<file path="src/sv/mrf_icm_label_update_assert.svh">
`ifndef MRF_ICM_LABEL_UPDATE_ASSERT_SVH
`define MRF_ICM_LABEL_UPDATE_ASSERT_SVH

// A condition that must hold at every clock edge out of reset.
`define MRFICM_CHECK(lbl, expr, msg) \
    lbl: assert property (@(posedge clk) disable iff (!rst_n) (expr)) else $error(msg);

// A condition that must hold in the cycle after a trigger.
`define MRFICM_CHECK_NEXT(lbl, ante, cons, msg) \
    lbl: assert property (@(posedge clk) disable iff (!rst_n) (ante) |=> (cons)) else $error(msg);

`endif

</file>
<file path="src/sv/mrficm_pkg.sv">
`timescale 1ns / 1ps

package mrficm_pkg;

    localparam logic [2:0] FUNC_WR_LABEL = 3'd0;
    localparam logic [2:0] FUNC_WR_NBR   = 3'd1;
    localparam logic [2:0] FUNC_WR_COUNT = 3'd2;
    localparam logic [2:0] FUNC_WR_LD    = 3'd3;
    localparam logic [2:0] FUNC_UPDATE   = 3'd4;
    localparam logic [2:0] FUNC_RD_LABEL = 3'd5;

    localparam logic CFG_NUM_CLASSES = 1'b0;
    localparam logic CFG_BETA        = 1'b1;

    typedef struct packed {
        logic load;
        logic do_write;
        logic lbl_rd;
        logic upd_start;
        logic cnt_latch;
        logic nb_issue;
        logic score_issue;
        logic wb;
        logic out_load;
    } ctrl_cmd_t;

    typedef struct packed {
        logic [2:0] func;
        logic       ok;
        logic       walk_done;
        logic       pipe_busy;
        logic       score_done;
        logic       out_free;
    } ctrl_sts_t;

endpackage

</file>
<file path="src/sv/mrficm_ctrl.sv">
`timescale 1ns / 1ps
`include "mrf_icm_label_update_assert.svh"

module mrficm_ctrl (
    input  logic                   clk,
    input  logic                   rst_n,
    input  logic                   in_valid,
    output logic                   in_ready,
    input  mrficm_pkg::ctrl_sts_t  sts,
    output mrficm_pkg::ctrl_cmd_t  cmd
);
    import mrficm_pkg::*;

    typedef enum logic [3:0] {
        S_IDLE,
        S_EXEC,
        S_CNT,
        S_WALK,
        S_DRAIN,
        S_SCORE,
        S_WB,
        S_RESULT
    } state_t;

    state_t state_reg;
    state_t state_next;

    always_comb
    begin
        state_next = state_reg;
        cmd        = '0;
        unique case (state_reg)
            S_IDLE:
            begin
                if (in_valid)
                begin
                    cmd.load   = 1'b1;
                    state_next = S_EXEC;
                end
            end
            S_EXEC:
            begin
                state_next = S_RESULT;
                unique case (sts.func) inside
                    FUNC_WR_LABEL, FUNC_WR_NBR, FUNC_WR_COUNT, FUNC_WR_LD:
                    begin
                        cmd.do_write = 1'b1;
                    end
                    FUNC_RD_LABEL:
                    begin
                        cmd.lbl_rd = sts.ok;
                    end
                    FUNC_UPDATE:
                    begin
                        if (sts.ok)
                        begin
                            cmd.upd_start = 1'b1;
                            state_next    = S_CNT;
                        end
                    end
                    default:
                    begin
                        state_next = S_RESULT;
                    end
                endcase
            end
            S_CNT:
            begin
                cmd.cnt_latch = 1'b1;
                state_next    = S_WALK;
            end
            S_WALK:
            begin
                if (sts.walk_done)
                begin
                    state_next = S_DRAIN;
                end
                else
                begin
                    cmd.nb_issue = 1'b1;
                end
            end
            S_DRAIN:
            begin
                if (!sts.pipe_busy)
                begin
                    state_next = S_SCORE;
                end
            end
            S_SCORE:
            begin
                // The compare of the last class resolves in the cycle that sees score_done.
                if (sts.score_done)
                begin
                    state_next = S_WB;
                end
                else
                begin
                    cmd.score_issue = 1'b1;
                end
            end
            S_WB:
            begin
                cmd.wb     = 1'b1;
                state_next = S_RESULT;
            end
            S_RESULT:
            begin
                if (sts.out_free)
                begin
                    cmd.out_load = 1'b1;
                    state_next   = S_IDLE;
                end
            end
            default:
            begin
                state_next = S_IDLE;
            end
        endcase
    end

    always_ff @(posedge clk or negedge rst_n)
    begin
        if (!rst_n)
        begin
            state_reg <= S_IDLE;
        end
        else
        begin
            state_reg <= state_next;
        end
    end

    assign in_ready = (state_reg == S_IDLE);

    `MRFICM_CHECK(a_out_load_free, !cmd.out_load || sts.out_free, "result loaded into a full output register")
    `MRFICM_CHECK(a_walk_bound, !cmd.nb_issue || !sts.walk_done, "neighbor read issued past the count")
    `MRFICM_CHECK(a_score_bound, !cmd.score_issue || !sts.score_done, "class scored past the class count")
    `MRFICM_CHECK_NEXT(a_one_item, in_valid && in_ready, !in_ready, "second request taken while busy")

endmodule

</file>
<file path="config.mk">
export PLATFORM = sky130hd
export DESIGN_NAME = mrficm_ctrl
export DESIGN_NICKNAME = d
export VERILOG_FILES = /design/src/sv/mrficm_pkg.sv /design/src/sv/mrficm_ctrl.sv
export VERILOG_INCLUDE_DIRS = /design/src /design/src/sv
export SDC_FILE = /design/constraint.sdc
export NUM_CORES = 1
export LEC_CHECK = 0
export BUFFER_PORTS_ARGS = -buffer_cell sky130_fd_sc_hd__buf_2
export CORE_AREA = 2 2 39 41
export CTS_CLUSTER_SIZE = 40
export DETAILED_ROUTE_END_ITERATION = 6
export DIE_AREA = 0 0 41 43
export PLACE_DENSITY = 0.52
export SYNTH_ARGS = -nofsm -noshare
export SYNTH_HDL_FRONTEND = slang
export SYNTH_SLANG_ARGS = --single-unit
</file>
<file path="constraint.sdc">
create_clock -name clk -period 2.2 [get_ports clk]
set_input_delay 0.44 -clock clk [delete_from_list [all_inputs] [get_ports clk]]
set_output_delay 0.44 -clock clk [all_outputs]
set_load 0.01 [all_outputs]
</file>
==> results of run 1 <==
## cells in the final DEF, fill, tap and decap left out
cell type | netlist | layout
clkbuf_1 | 0 | 1
and2_1 | 1 | 1
buf_2 | 1 | 20
nand4bb_1 | 1 | 1
nor2_1 | 7 | 7
nand2_1 | 6 | 6
a21oi_1 | 1 | 1
dlygate4sd3_1 | 0 | 1
nor2b_2 | 1 | 1
nor2b_1 | 1 | 1
nand4b_1 | 1 | 1
nor3_1 | 2 | 2
a22oi_1 | 2 | 2
dfrtp_1 | 3 | 3
and3_1 | 1 | 1
o21ai_0 | 4 | 4
a32oi_1 | 1 | 1
clkbuf_4 | 0 | 3
a31o_2 | 1 | 1
inv_1 | 2 | 2
nand3_1 | 2 | 2
mux2i_1 | 1 | 1
## path summary, 6_finish.rpt
| kind | startpoint | slack (ns) | endpoint |
|---|---|---|---|
| max in group asynchronous | rst_n | 1.56 | state_reg[0] |
| min in group asynchronous | rst_n | 0.53 | state_reg[1] |
| setup reg to reg | state_reg[1] | 1.00 | state_reg[0] |
| hold reg to reg | state_reg[2] | 0.68 | state_reg[1] |
| setup / recovery | state_reg[1] | 0.46 | cmd[3] |
| hold / removal | sts[2] | 0.49 | state_reg[0] |
## cells by family after synthesis
logic type / after synthesis / synth area share [%]
AOI/OAI and AO/OA: 9 / 19.8
buffers and inverters: 5 / 10.8
DFF: 3 / 25.9
muxes: 1 / 3.45
and+or+nand+nor: 23 / 40.1
## power by group through the flow
stage               Sequential (mW)  Combinational (mW)  Clock, mW
floorplan                     0.101               0.224          0
global placement              0.159               0.203          0
detailed placement            0.161               0.204          0
CTS                           0.161               0.206     0.0977
global route                  0.173               0.228      0.105
finish                        0.162               0.202     0.0943
## per-layer routing
metal / up-vias / track usage [%] / wire length (um)
met5: - / 0 / 0
met4: 0 / 6.00 / 0
met3: 0 / 3.14 / 45
met2: 13 / 12.8 / 362
met1: 156 / 13.5 / 309
li1: 190 / - / -
## layout make-up
cell class              instances  area, sq um
fillers                       156          961
clock buffers                   4         26.3
multi-input cells              33          184
flip-flops and latches          3         75.1
inverters                       2         7.51
repair buffers                 21          110
well taps                      16         20.0
## per-stage QoR
| stage | area, sq um | utilization (%) | instances | power [mW] |
|---|---|---|---|---|
| 5_1_grt | 423 | 30.6 | 79 | 0.506 |
| 4_1_cts | 423 | 30.6 | 79 | 0.465 |
| 3_5_place_dp | 387 | 27.9 | 74 | 0.365 |
| 6_report | 423 | 30.6 | 79 | 0.458 |
| 2_1_floorplan | 290 | - | 41 | 0.325 |
| 3_3_place_gp | 387 | 27.9 | 74 | 0.362 |
## critical path, delay by kind of cell (launching register included)
family,cells,cell delay [ns]
flops,1,0.52
simple gates,2,0.42
buf+inv,1,0.12
==> results.cfg, run 1 <==
[sta]
timing.final.crit_share_pct = 79.0
slew_violations = 0
setup_ws_ns = 0.463
setup_viol = 0
grt_setup_unrepaired = false
fmax_ghz = 0.576
tightest_slew_ns = 0.368
skew_ns = 0.00658
setup_tns_ns = 0
slew-limit-headroom_pct = 75.5
hold_violations = 0
period_minus_slack_ns = 1.74
hold_ws_ns = 0.493

[critical_path]
rr_worst_depth = 3
worst_ep_arrival_time_ns = 1.30
critPathCaptureType = primary output
max_stage_delay_ns = 0.52
path_class = reg2out
crit_slowest_cell = dfrtp_1
crit_chain = nor2b_2 > and3_1 > buf_2
cp.required_ns = 1.76
worstSetupStartpointType = flip-flop
crit_fanout = 11

[clock_network]
clock-sinks = 3
cts_resized = 0
cts_setup_buffers = 0
cts_root_buffer = clkbuf_4
path_clk_slew_ns = 0.04
cts_tree = yes
cts-hold-fix-buffers = 1
clockBufferDepth = 2
clkLatencyLatePin_ns = 0.23
cts_made_buffers = 3
htreeDepth = 1

[drt]
first_pass_iters = 4
drc = 0
viasPerCell = 4.54
avgRoutedWirePerCell_um = 9.08
wirelength_um = 717
vias = 359
drt_iter0_markers = 11
ant_nets = 0

[global_routing]
track_usage_pct = 9.84
antenna_found_initial = 0
grt_pass1_vias = 309
grt_max_degree = 14
grt_pass1_wl_mm = 1.19
grt.overflow.total = 0

[yosys]
synthTopCellsByArea = dfrtp_1, nor2_1, nand2_1
synth.distinct_cells = 21
yosys-top-cells-count = nor2_1, nand2_1, o21ai_0, dfrtp_1
async_reset_ff_share_pct = 100
yosysWarnings = 0
netlist_instances = 41
avgSynthCellArea_sq_um = 7.08
synth.top_cell.area_share_pct = 25.9
synth.cell_area_sq_um = 290
ys_seq_area_share_pct = 25.9
yosysTopAreaCell = dfrtp_1
synth_flop_cell = dfrtp_1
synth_nets = 52
synth.most_common_cell = nor2_1
ys_ff_latch = 3
synth_edf_count = 0

[pwr]
seqPwrFrac_pct = 35.3
power_density_nw_per_um2 = 1080
leakage_nw = 0.229
p_sw_uw = 205
p_comb_share_pct = 44.1
irDropWorstVdd_v = 0.000437
switching_share_pct = 44.7
p_int_uw = 253
clkPwrFrac_pct = 20.6

[finish]
largest_reg_flops = 3
area_delta_synth_final_pct = 45.7
drive_gt1_share_pct = 39.7
fin_nets = 75
n_antenna_cell = 0

[placed_design]
dpl.hpwl_um = 585
io_buffer_count = 20
detailedPlace.worstSlack_ns = 0.713
place_congestion = 0.727

[die]
start_util_pct = 21.0
fp.coreArea_sq_um = 1380
fp.dieW_um = 41
dieArea_sq_um = 1760
io_pins = 21
row_count = 14
dieHeight_um = 43

[job]
drv_cap = 0

[hold_path]
hold_path_class = in2reg
hold_depth = 4

[run_status]
outcome = completed
(Power assumes the default switching activity.)
==> run 2: changes to the inputs <==
==> constraint.sdc (replaced) <==
create_clock -name clk -period 1.6 [get_ports clk]
set_input_delay 0.32 -clock clk [delete_from_list [all_inputs] [get_ports clk]]
set_output_delay 0.32 -clock clk [all_outputs]
set_load 0.01 [all_outputs]
==> results.cfg, run 2 (synthesized netlist as in run 1, its figures left out) <==
[drt]
drc = 0
drt_iter0_markers = 2
first_pass_iters = 2
viasPerCell = 4.49
ant_nets = 0
vias = 373
avgRoutedWirePerCell_um = 9.61
wirelength_um = 798

[pwr]
irDropWorstVdd_v = 0.000520
seqPwrFrac_pct = 29.2
leakage_nw = 0.244
p_sw_uw = 314
p_int_uw = 409
p_comb_share_pct = 52.2
clkPwrFrac_pct = 18.6
power_density_nw_per_um2 = 1570
switching_share_pct = 43.4

[die]
dieHeight_um = 43
fp.dieW_um = 41
fp.coreArea_sq_um = 1380
io_pins = 21
dieArea_sq_um = 1760
start_util_pct = 21.0
row_count = 14

[global_routing]
grt_pass1_vias = 314
antenna_found_initial = 0
grt.overflow.total = 0
track_usage_pct = 10.3
grt_max_degree = 14
grt_pass1_wl_mm = 1.22

[job]
drv_cap = 0

[sta]
setup_viol = 0
fmax_ghz = 0.664
grt_setup_unrepaired = false
setup_tns_ns = 0
timing.final.crit_share_pct = 94.1
hold_violations = 0
period_minus_slack_ns = 1.51
slew-limit-headroom_pct = 85.8
skew_ns = 0.00240
slew_violations = 0
tightest_slew_ns = 0.213

[run_status]
outcome = completed

[finish]
final_cell_mix = buf_2, nand2_1, nor2_1
fin_nets = 79
largest_reg_flops = 3
area_delta_synth_final_pct = 59.1
drive_gt1_share_pct = 50.7
mostFrequentLayoutCell = buf_2
fin_cells = 83
n_antenna_cell = 0

[placed_design]
dp_cells = 74
io_buffer_count = 20
place_congestion = 0.727

[clock_network]
clockBufferDepth = 2
cts_tree = yes
htreeDepth = 1
cts_made_buffers = 3
path_clk_slew_ns = 0.04
clock-sinks = 3
cts_root_buffer = clkbuf_4
clkLatencyLatePin_ns = 0.23

[critical_path]
crit_fanout = 6
startpoint = state_reg[1]
timing.rr.end = state_reg[0]
worst_ep_arrival_time_ns = 1.19
rr_worst_depth = 4
reg2reg_slack_ns = 0.47
cp.required_ns = 1.28
rr_startpoint = state_reg[1]
path_class = reg2out
worstSetupStartpointType = flip-flop
critPathCaptureType = primary output

[hold_path]
hold_path_class = in2reg
hold_depth = 4
min_from = sts[2]
hold_end = state_reg[0]
[run 2: power groups by stage]
stage | clock network [mW] | registers, mW | logic (mW)
floorplan | 0 | 0.138 | 0.309
global placement | 0 | 0.219 | 0.279
detailed placement | 0 | 0.222 | 0.279
CTS | 0.139 | 0.232 | 0.284
global route | 0.148 | 0.222 | 0.422
finish | 0.135 | 0.211 | 0.378
[run 2: worst max path at each step]
stage                  end  slack (ns)  cells after the start
global route        cmd[7]        0.03                      4
detailed placement  cmd[3]        0.21                      3
global placement    cmd[8]        0.22                      3
CTS                 cmd[5]        0.05                      4
floorplan           cmd[8]        0.23                      3
finish              cmd[2]        0.09                      3
[run 2: per-stage QoR]
| stage | utilization (%) | area [sq um] | power (mW) | hold WS (ns) | worst slack, ns |
|---|---|---|---|---|---|
| 3_5_place_dp | 27.9 | 387 | 0.502 | 0.118 | 0.211 |
| 5_1_grt | 33.4 | 462 | 0.792 | 0.378 | 0.0299 |
| 3_3_place_gp | 27.9 | 387 | 0.498 | 0.117 | 0.218 |
| 2_1_floorplan | - | 290 | 0.447 | 0.0244 | 0.226 |
| 4_1_cts | 31.1 | 430 | 0.655 | 0.372 | 0.0476 |
| 6_report | 33.4 | 462 | 0.724 | 0.365 | 0.0946 |
[run 2: per-layer routing]
| metal | vias up | GRT usage [%] | wire length, um |
|---|---|---|---|
| met2 | 8 | 14.4 | 420 |
| li1 | 196 | - | - |
| met4 | 0 | 8.00 | 14 |
| met1 | 167 | 12.5 | 331 |
| met5 | - | 0 | 0 |
| met3 | 2 | 3.14 | 32 |
[run 2: worst max-delay path: stages, from the launching register on]
cell and delay (ns):
dfrtp_2 0.44, buf_4 0.17, nor3_1 0.18, buf_2 0.16
[run 2: cell type report]
| type | instances | area [sq um] |
|---|---|---|
| multi-input cells | 33 | 191 |
| inverters | 2 | 7.51 |
| well taps | 16 | 20.0 |
| clock buffers | 4 | 26.3 |
| flip-flops and latches | 3 | 78.8 |
| fillers | 154 | 922 |
| repair buffers | 25 | 138 |
[run 2: what timing repair did]
| item | CTS | global route |
|---|---|---|
| pin swaps | 0 | 0 |
| hold endpoints to repair | 3 | 0 |
| setup buffers | 0 | 4 |
| gates resized for setup | 3 | 2 |
| setup endpoints to repair | 3 | 7 |
| hold buffers | 1 | 0 |
==> run 3: changes to the inputs <==
==> constraint.sdc (replaced) <==
create_clock -name clk -period 2 [get_ports clk]
set_input_delay 0.4 -clock clk [delete_from_list [all_inputs] [get_ports clk]]
set_output_delay 0.4 -clock clk [all_outputs]
set_load 0.01 [all_outputs]
==> results.cfg, run 3 (synthesized netlist as in run 1, its figures left out) <==
[clock_network]
cts_resized = 0
clockBufferDepth = 2
path_clk_slew_ns = 0.04
cts_tree = yes
cts_setup_buffers = 0
cts-hold-fix-buffers = 1
cts_root_buffer = clkbuf_4
cts_made_buffers = 3
clkLatencyLatePin_ns = 0.23
clock-sinks = 3
htreeDepth = 1

[sta]
setup_ws_ns = 0.276
hold_violations = 0
setup_viol = 0
hold_ws_ns = 0.447
grt_setup_unrepaired = false
timing.final.crit_share_pct = 86.2
slew-limit-headroom_pct = 75.5
fmax_ghz = 0.580
setup_tns_ns = 0
skew_ns = 0.00192
slew_violations = 0
tightest_slew_ns = 0.368
period_minus_slack_ns = 1.72

[placed_design]
dp_cells = 74
placed_cell_area_sq_um = 387
place_congestion = 0.727
io_buffer_count = 20
detailedPlace.worstSlack_ns = 0.531

[finish]
n_antenna_cell = 0
largest_reg_flops = 3
utilization_pct = 30.6
fin_nets = 75
area_delta_synth_final_pct = 45.7
fillers = 155
final_cell_mix = buf_2, nor2_1, nand2_1
mostFrequentLayoutCell = buf_2
fin_cells = 79
drive_gt1_share_pct = 39.7
final_area_sq_um = 423

[die]
dieHeight_um = 43
fp.coreArea_sq_um = 1380
fp.dieW_um = 41
io_pins = 21
start_util_pct = 21.0
row_count = 14
dieArea_sq_um = 1760

[pwr]
power_density_nw_per_um2 = 1200
leakage_nw = 0.229
power_uw = 508
irDropWorstVdd_v = 0.000394

[critical_path]
reg2reg_slack_ns = 0.81
critPathCaptureType = primary output
cp.required_ns = 1.60
path_class = reg2out
worst_ep_arrival_time_ns = 1.32
worstSetupStartpointType = flip-flop
crit_fanout = 11

[global_routing]
grt_max_degree = 14
grt_pass1_wl_mm = 1.21
grt_pass1_vias = 298
grt.overflow.total = 0
track_usage_pct = 10.2
antenna_found_initial = 0

[run_status]
outcome = completed

[drt]
ant_nets = 0
vias = 368
avgRoutedWirePerCell_um = 9.32
drt_iter0_markers = 5
viasPerCell = 4.66
first_pass_iters = 4
drc = 0
wirelength_um = 736

[job]
drv_cap = 0

[hold_path]
hold_path_class = in2reg
## run 3: cell types whose count changed in the layout (fill, tap and decap cells not counted), sizes merged
cell	previous run	this run
clkbuf	5	4
buf	23	20
## run 3: critical path, stage by stage (launching register included)
cell and delay, ns:
dfrtp_1 0.53, nor2b_2 0.26, and3_1 0.18, buf_2 0.12
## run 3: final timing paths
kind / startpoint / to / cells past startpoint
max: state_reg[1] / cmd[3] / 3
min: sts[2] / state_reg[0] / 4
max reg2reg: state_reg[1] / state_reg[0] / 3
min reg2reg: state_reg[2] / state_reg[1] / 1
max in group asynchronous: rst_n / state_reg[0] / 2
min in group asynchronous: rst_n / state_reg[1] / 2
## run 3: area by class of cell
class,instances,area (sq um),share of cell area [%]
tap,16,20.0,4.73
inverter,2,7.51,1.78
multi-input combinational,33,184,43.5
timing repair buffer,21,110,26.0
clock buffer,4,26.3,6.21
sequential,3,75.1,17.8
## run 3: routing by layer
layer	wire [um]	global-route usage, %	up-vias
li1	-	-	189
met5	0	0	-
met4	14	8.00	0
met2	349	13.1	12
met3	40	3.14	2
met1	333	13.5	165
## run 3: power breakdown
group | switching, mW | internal (mW) | leakage (nW)
logic | 0.108 | 0.114 | 0.181
clock network | 0.0330 | 0.0749 | 0.0150
registers | 0.0880 | 0.0902 | 0.0326
